## src/rtl/core/glcp_pkg.sv

```systemverilog
`timescale 1ns / 1ps
// ----------------------------------------------------------------------------
// glcp_pkg
// Shared constants and types of the GIF LZW code packer.
// ----------------------------------------------------------------------------
package glcp_pkg;

  localparam int unsigned HASH_SLOTS     = 5003;
  localparam int unsigned SLOT_AW        = $clog2(HASH_SLOTS);
  localparam int unsigned MAX_CODE_BITS  = 12;
  localparam int unsigned SUBBLOCK_BYTES = 254;
  localparam int unsigned HASH_SHIFT     = 4;
  localparam int unsigned KEY_W          = 8 + MAX_CODE_BITS;
  localparam int unsigned ENTRY_W        = 1 + KEY_W + MAX_CODE_BITS;

  // command from the dictionary controller to the bit packer
  typedef struct packed {
    logic                     put;
    logic                     fin;
    logic                     img_end;
    logic [MAX_CODE_BITS-1:0] code;
    logic [3:0]               width;
  } pk_cmd_t;

endpackage

```

## src/rtl/core/glcp_packer.sv

```systemverilog
`timescale 1ns / 1ps
// ----------------------------------------------------------------------------
// glcp_packer
// Packs variable-width codes LSB-first into bytes, one byte per cycle when not
// stalled, and tags sub-block ends, image end and each transaction's last byte.
// ----------------------------------------------------------------------------
module glcp_packer
  import glcp_pkg::*;
(
  input  logic       clk_i,
  input  logic       rst_ni,
  input  pk_cmd_t    cmd_i,
  output logic       ready_o,
  output logic       out_valid_o,
  input  logic       out_stall_i,
  output logic [7:0] data_byte_o,
  output logic       subblock_end_o,
  output logic [7:0] subblock_length_o,
  output logic       image_done_o,
  output logic       run_last_o
);

  logic [18:0] acc_q, acc_d;
  logic [4:0]  bits_q, bits_d;
  logic        fin_q, fin_d;
  logic        fimg_q, fimg_d;
  logic [7:0]  sbcnt_q, sbcnt_d;
  logic        pend_q, pend_d;
  logic [7:0]  pbyte_q, pbyte_d;
  logic [7:0]  pcnt_q, pcnt_d;
  logic        ov_q, ov_d;
  logic [7:0]  obyte_q, obyte_d;
  logic        oend_q, oend_d;
  logic [7:0]  olen_q, olen_d;
  logic        odone_q, odone_d;
  logic        olast_q, olast_d;

  logic        out_free;
  logic        produce;
  logic [11:0] cmask;
  logic [7:0]  cnt_new;
  logic        pend_full;

  assign out_free  = !ov_q || !out_stall_i;
  assign produce   = (bits_q >= 5'd8) && (!pend_q || out_free);
  assign cmask     = 12'((13'd1 << cmd_i.width) - 13'd1);
  assign cnt_new   = sbcnt_q + 8'd1;
  assign pend_full = (pcnt_q == 8'(SUBBLOCK_BYTES));
  assign ready_o   = (bits_q < 5'd8) && !fin_q;

  always_comb begin
    acc_d   = acc_q;
    bits_d  = bits_q;
    fin_d   = fin_q;
    fimg_d  = fimg_q;
    sbcnt_d = sbcnt_q;
    pend_d  = pend_q;
    pbyte_d = pbyte_q;
    pcnt_d  = pcnt_q;
    ov_d    = ov_q && out_stall_i;
    obyte_d = obyte_q;
    oend_d  = oend_q;
    olen_d  = olen_q;
    odone_d = odone_q;
    olast_d = olast_q;

    if (ready_o && cmd_i.put) begin
      acc_d  = acc_q | (19'(cmd_i.code & cmask) << bits_q[2:0]);
      bits_d = bits_q + 5'(cmd_i.width);
    end else if (ready_o && cmd_i.fin) begin
      fin_d  = 1'b1;
      fimg_d = cmd_i.img_end;
      if (cmd_i.img_end && bits_q != 5'd0) begin
        bits_d = 5'd8;
      end
    end else if (produce) begin
      if (pend_q) begin
        ov_d    = 1'b1;
        obyte_d = pbyte_q;
        oend_d  = pend_full;
        olen_d  = pend_full ? pcnt_q : 8'd0;
        odone_d = 1'b0;
        olast_d = 1'b0;
      end
      pend_d  = 1'b1;
      pbyte_d = acc_q[7:0];
      pcnt_d  = cnt_new;
      sbcnt_d = (cnt_new == 8'(SUBBLOCK_BYTES)) ? 8'd0 : cnt_new;
      acc_d   = acc_q >> 8;
      bits_d  = bits_q - 5'd8;
    end else if (fin_q && out_free) begin
      fin_d = 1'b0;
      if (pend_q) begin
        pend_d  = 1'b0;
        ov_d    = 1'b1;
        obyte_d = pbyte_q;
        oend_d  = fimg_q || pend_full;
        olen_d  = (fimg_q || pend_full) ? pcnt_q : 8'd0;
        odone_d = fimg_q;
        olast_d = 1'b1;
      end
      if (fimg_q) begin
        sbcnt_d = 8'd0;
        bits_d  = 5'd0;
        acc_d   = '0;
      end
    end
  end

  always_ff @(posedge clk_i or negedge rst_ni) begin
    if (!rst_ni) begin
      acc_q   <= '0;
      bits_q  <= '0;
      fin_q   <= 1'b0;
      fimg_q  <= 1'b0;
      sbcnt_q <= '0;
      pend_q  <= 1'b0;
      ov_q    <= 1'b0;
    end else begin
      acc_q   <= acc_d;
      bits_q  <= bits_d;
      fin_q   <= fin_d;
      fimg_q  <= fimg_d;
      sbcnt_q <= sbcnt_d;
      pend_q  <= pend_d;
      ov_q    <= ov_d;
    end
  end

  always_ff @(posedge clk_i) begin
    pbyte_q <= pbyte_d;
    pcnt_q  <= pcnt_d;
    obyte_q <= obyte_d;
    oend_q  <= oend_d;
    olen_q  <= olen_d;
    odone_q <= odone_d;
    olast_q <= olast_d;
  end

  assign out_valid_o       = ov_q;
  assign data_byte_o       = obyte_q;
  assign subblock_end_o    = oend_q;
  assign subblock_length_o = olen_q;
  assign image_done_o      = odone_q;
  assign run_last_o        = olast_q;

endmodule

```

## config.mk

```make
export PLATFORM = sky130hd
export DESIGN_NAME = glcp_packer
export DESIGN_NICKNAME = d
export VERILOG_FILES = /design/src/rtl/core/glcp_pkg.sv /design/src/rtl/core/glcp_packer.sv
export SDC_FILE = /design/constraint.sdc
export NUM_CORES = 1
export LEC_CHECK = 0
export BUFFER_PORTS_ARGS = -buffer_cell sky130_fd_sc_hd__clkbuf_2
export CAP_MARGIN = 5
export CORE_ASPECT_RATIO = 0.75
export CORE_MARGIN = 4
export CORE_UTILIZATION = 59
export CTS_CLUSTER_SIZE = 30
export DETAILED_ROUTE_END_ITERATION = 10
export HOLD_SLACK_MARGIN = 0.1
export PLACE_DENSITY = 0.85
export RECOVER_POWER = 50
export SYNTH_ARGS = -nofsm -noshare
export SYNTH_HDL_FRONTEND = slang
export SYNTH_SLANG_ARGS = --single-unit
```

## constraint.sdc

```tcl
create_clock -name clk_i -period 3.95 [get_ports clk_i]
set_input_delay 0.79 -clock clk_i [delete_from_list [all_inputs] [get_ports clk_i]]
set_output_delay 0.79 -clock clk_i [all_outputs]
set_load 0.01 [all_outputs]
```

==> impl_results.md <==
* Main synth FF type: dfrtp_1
* WP data arrival at 3.36 ns
* Final Max Tran Viols at 37
* Slew @ Worst Pin at 1.95 ns
* Setup CP Type: in -> reg
* CP Capture Type: flop
* I/O Buffers at 42
* Setup Total Neg Slack at 0 ns
* I/O pin cnt at 43
* Final ANT Viol Nets at 0
* Vias per cell at 6.45
* Vias in the first global route at 2818
* RSZ-0062 raised after global routing: false
* VDD IR max at 0.443 mV
* Status: finished with violations
* WP data required at 4.19 ns
* Post-synthesis area per instance at 10.7 sq um
* Clk_skew at 0.00926 ns
* # DRC at 0
* Wirelength, routed at 8570 microns
* CTS tree: yes
* Crit-path slowest cell: or4_1
* Cts-stage hold buffer count at 0
* Worst Path Max Fanout at 18
* Longest Clk Path Bufs at 2
* Area growth syn-to-layout at 12.1%
* Post-layout util at 68.2%
* Core area at 6290 sq um
* Largest net degree at the start of global routing at 37
* Final Hold Fails at 0
* Clk sink count at 71
* Routability cong. at 0.915
* Die span in x at 101 microns
* Fraction of layout cells with a size suffix above 1 at 13.2%
* H-tree levels at 3
* CP peak stage delay at 0.64 ns
* Final period util at 79.0%
* Number of max-cap violations at 1
* Grt total ovfl at 0
* Post-CTS repair timing setup buffer count at 0
* HPWL Detailed at 6150 microns
* Post-synth EDFFs at 35
* Post-Syn Area at 3820 sq um
* Synthesized flop and latch total at 71
* Initial core utilization at 60.8%
* Clk slew on worst S/H paths at 0.08 ns
* Fmax at 320 MHz
* Pre-antenna DRT Iters at 4
* Design Area, Final at 4290 sq um
* Via count at 3108
* Synth Instances at 358
* Post-CTS sizing at 0
* Hold_ws at 0.424 ns
* Leak at 1.78 nW
* Fill cells at 479
* Hold WC Path Type: reg -> reg
* ANT cells at 0
* Asr flop ratio synth at 50.7%
* Initial antenna violation count at 0
* Rows at 25
* CTS buffer count at 9
* CP cell instances: clkbuf_2 > or4_1 > ha_1 > nor2b_1 > o21ai_0 > a31oi_1 > o22a_1 > a221o_1
* Failing checks: capacitance limit, slew limit
* Setup Viol. Count Final at 0
* Tot Pwr at 3.52 mW
* All-layer global routing usage at 23.0%
* Final #Nets at 427
* Power per cell area at 821 nW/um^2
* CP Launch Type: input pin
* Post-place instance area at 4070 sq um
* Worst skew pair latency at 0.35 ns
* First-pass GRT wire length at 14100 microns
* Netlist cell types at 65
* Slew headroom at -29.8%
* Die Ht at 77.7 microns
* Die area at 7850 sq um
* Tmin final at 3.12 ns
* Sequential fraction of the synthesis area at 51.0%
* CTS root buf: clkbuf_8
* YS warnings at 0
* DR iter-0 viols at 336
* Syn Nets at 389
* Average wire per standard cell at 17.8 microns
[cell usage in the layout (no fill, tap or decap), types with 3 or more instances in the layout]
master,synthesis,routed
nor3b_1,3,3
clkbuf_2,0,21
o2111ai_1,6,6
xor2_1,4,4
o21ai_1,3,3
a31oi_1,6,6
bufinv_16,0,3
a221o_1,5,5
buf_4,1,6
nand2b_1,4,4
a21o_1,7,7
o221ai_1,8,8
nand2_1,44,44
edfxtp_1,35,35
o211ai_1,6,6
nor3_1,12,12
clkbuf_1,14,21
xnor2_1,4,4
nand3_1,14,14
o21ai_0,14,14
clkbuf_8,0,9
a22oi_1,4,4
mux2i_1,3,3
a22o_1,7,7
and3_1,8,8
inv_1,11,11
a21oi_1,9,9
and2_1,8,8
nor2_1,9,9
o21a_1,11,11
ha_1,8,8
dfrtp_1,36,36
nand3b_1,5,5
[Yosys cell counts, types with 3 or more instances]
cell type  count  share of area, %
nand2_1       44               4.3
dfrtp_1       36                24
edfxtp_1      35                27
clkbuf_1      14               1.4
nand3_1       14               1.8
o21ai_0       14               1.8
nor3_1        12               1.6
inv_1         11               1.1
o21a_1        11               2.2
a21oi_1        9               1.2
nor2_1         9              0.88
and2_1         8               1.3
and3_1         8               1.3
ha_1           8               2.6
o221ai_1       8               1.8
a21o_1         7               1.4
a22o_1         7               1.6
a31oi_1        6              0.98
o2111ai_1      6               1.4
o211ai_1       6               1.2
a221o_1        5               1.3
buf_6          5               1.5
nand3b_1       5              0.98
a22oi_1        4              0.79
nand2b_1       4              0.65
xnor2_1        4              0.92
xor2_1         4              0.92
mux2i_1        3              0.79
nor3b_1        3              0.59
o21ai_1        3              0.39
[where the power goes]
group          leakage [nW]  switching [mW]  total (mW)  internal [mW]
logic                 0.832           0.918        1.42          0.500
registers             0.824           0.185        1.38           1.19
clock network         0.126           0.293       0.722          0.429
[registers in the layout, indices dropped and copies added (netlist names), 5 cells and up]
register           flops
sbcnt_q                8
acc_q                 19
pcnt_q                 8
pbyte_q                8
data_byte_o            8
subblock_length_o      8
bits_q                 5
[worst max-delay path: cells and delay by family]
kind | cells | cell delay (ns)
AO/OA/AOI/OAI | 4 | 1.10
AND/OR/NAND/NOR | 2 | 0.85
adder cells (fa/ha/maj) | 1 | 0.40
buffers and inverters | 1 | 0.23
[kinds of logic after synthesis]
| group | synth area share, % |
|---|---|
| adders and majority gates | 3.14 |
| muxes | 1.37 |
| xor gates and xnor gates | 1.83 |
| buffers and inverters | 4.42 |
| AOI/OAI and AO/OA | 21.5 |
| DFF | 51.0 |
| and+or+nand+nor | 16.7 |
[final cells by class]
cell class                      instances  area [sq um]  share of cell area, %
Clock buffer                            9           124                   2.89
Inverter                               13          48.8                   1.14
Sequential cell                        71          1950                   45.5
Multi-Input combinational cell        253          1700                   39.8
Clock inverter                          7           128                   2.98
Tap cell                               81           101                   2.36
Timing Repair Buffer                   48           229                   5.34
[per-stage QoR]
| step | worst slack [ns] | std cells |
|---|---|---|
| 3_3_place_gp | 0.652 | 466 |
| 3_5_place_dp | 0.531 | 466 |
| 2_1_floorplan | 0.925 | 358 |
| 4_1_cts | 0.896 | 482 |
| 6_report | 0.828 | 482 |
| 5_1_grt | 0.736 | 482 |
[worst paths after layout]
kind	endpoint	startpoint	slack, ns	cells after the start
max in group asynchronous	acc_q[4]$_DFFE_PN0P_	rst_ni	1.85	1
worst max register to register	acc_q[5]$_DFFE_PN0P_	bits_q[2]$_DFFE_PN0P_	1.22	5
min in group asynchronous	bits_q[3]$_DFFE_PN0P_	rst_ni	0.98	1
worst min register to register	data_byte_o[6]$_DFFE_PP_	pbyte_q[6]$_DFFE_PP_	0.42	0
worst min-delay path	data_byte_o[6]$_DFFE_PP_	pbyte_q[6]$_DFFE_PP_	0.42	0
worst max-delay path	acc_q[9]$_DFFE_PN0P_	cmd_i[3]	0.83	8
[metal layers]
metal	track usage, %	part of all wire (%)	up-vias
li1	-	-	1445
met1	33.7	44	1463
met2	33.8	44	179
met3	5.03	9.6	21
met4	7.70	1.6	0
met5	0	0	-
No activity file was read; power rests on OpenSTA's default activity.
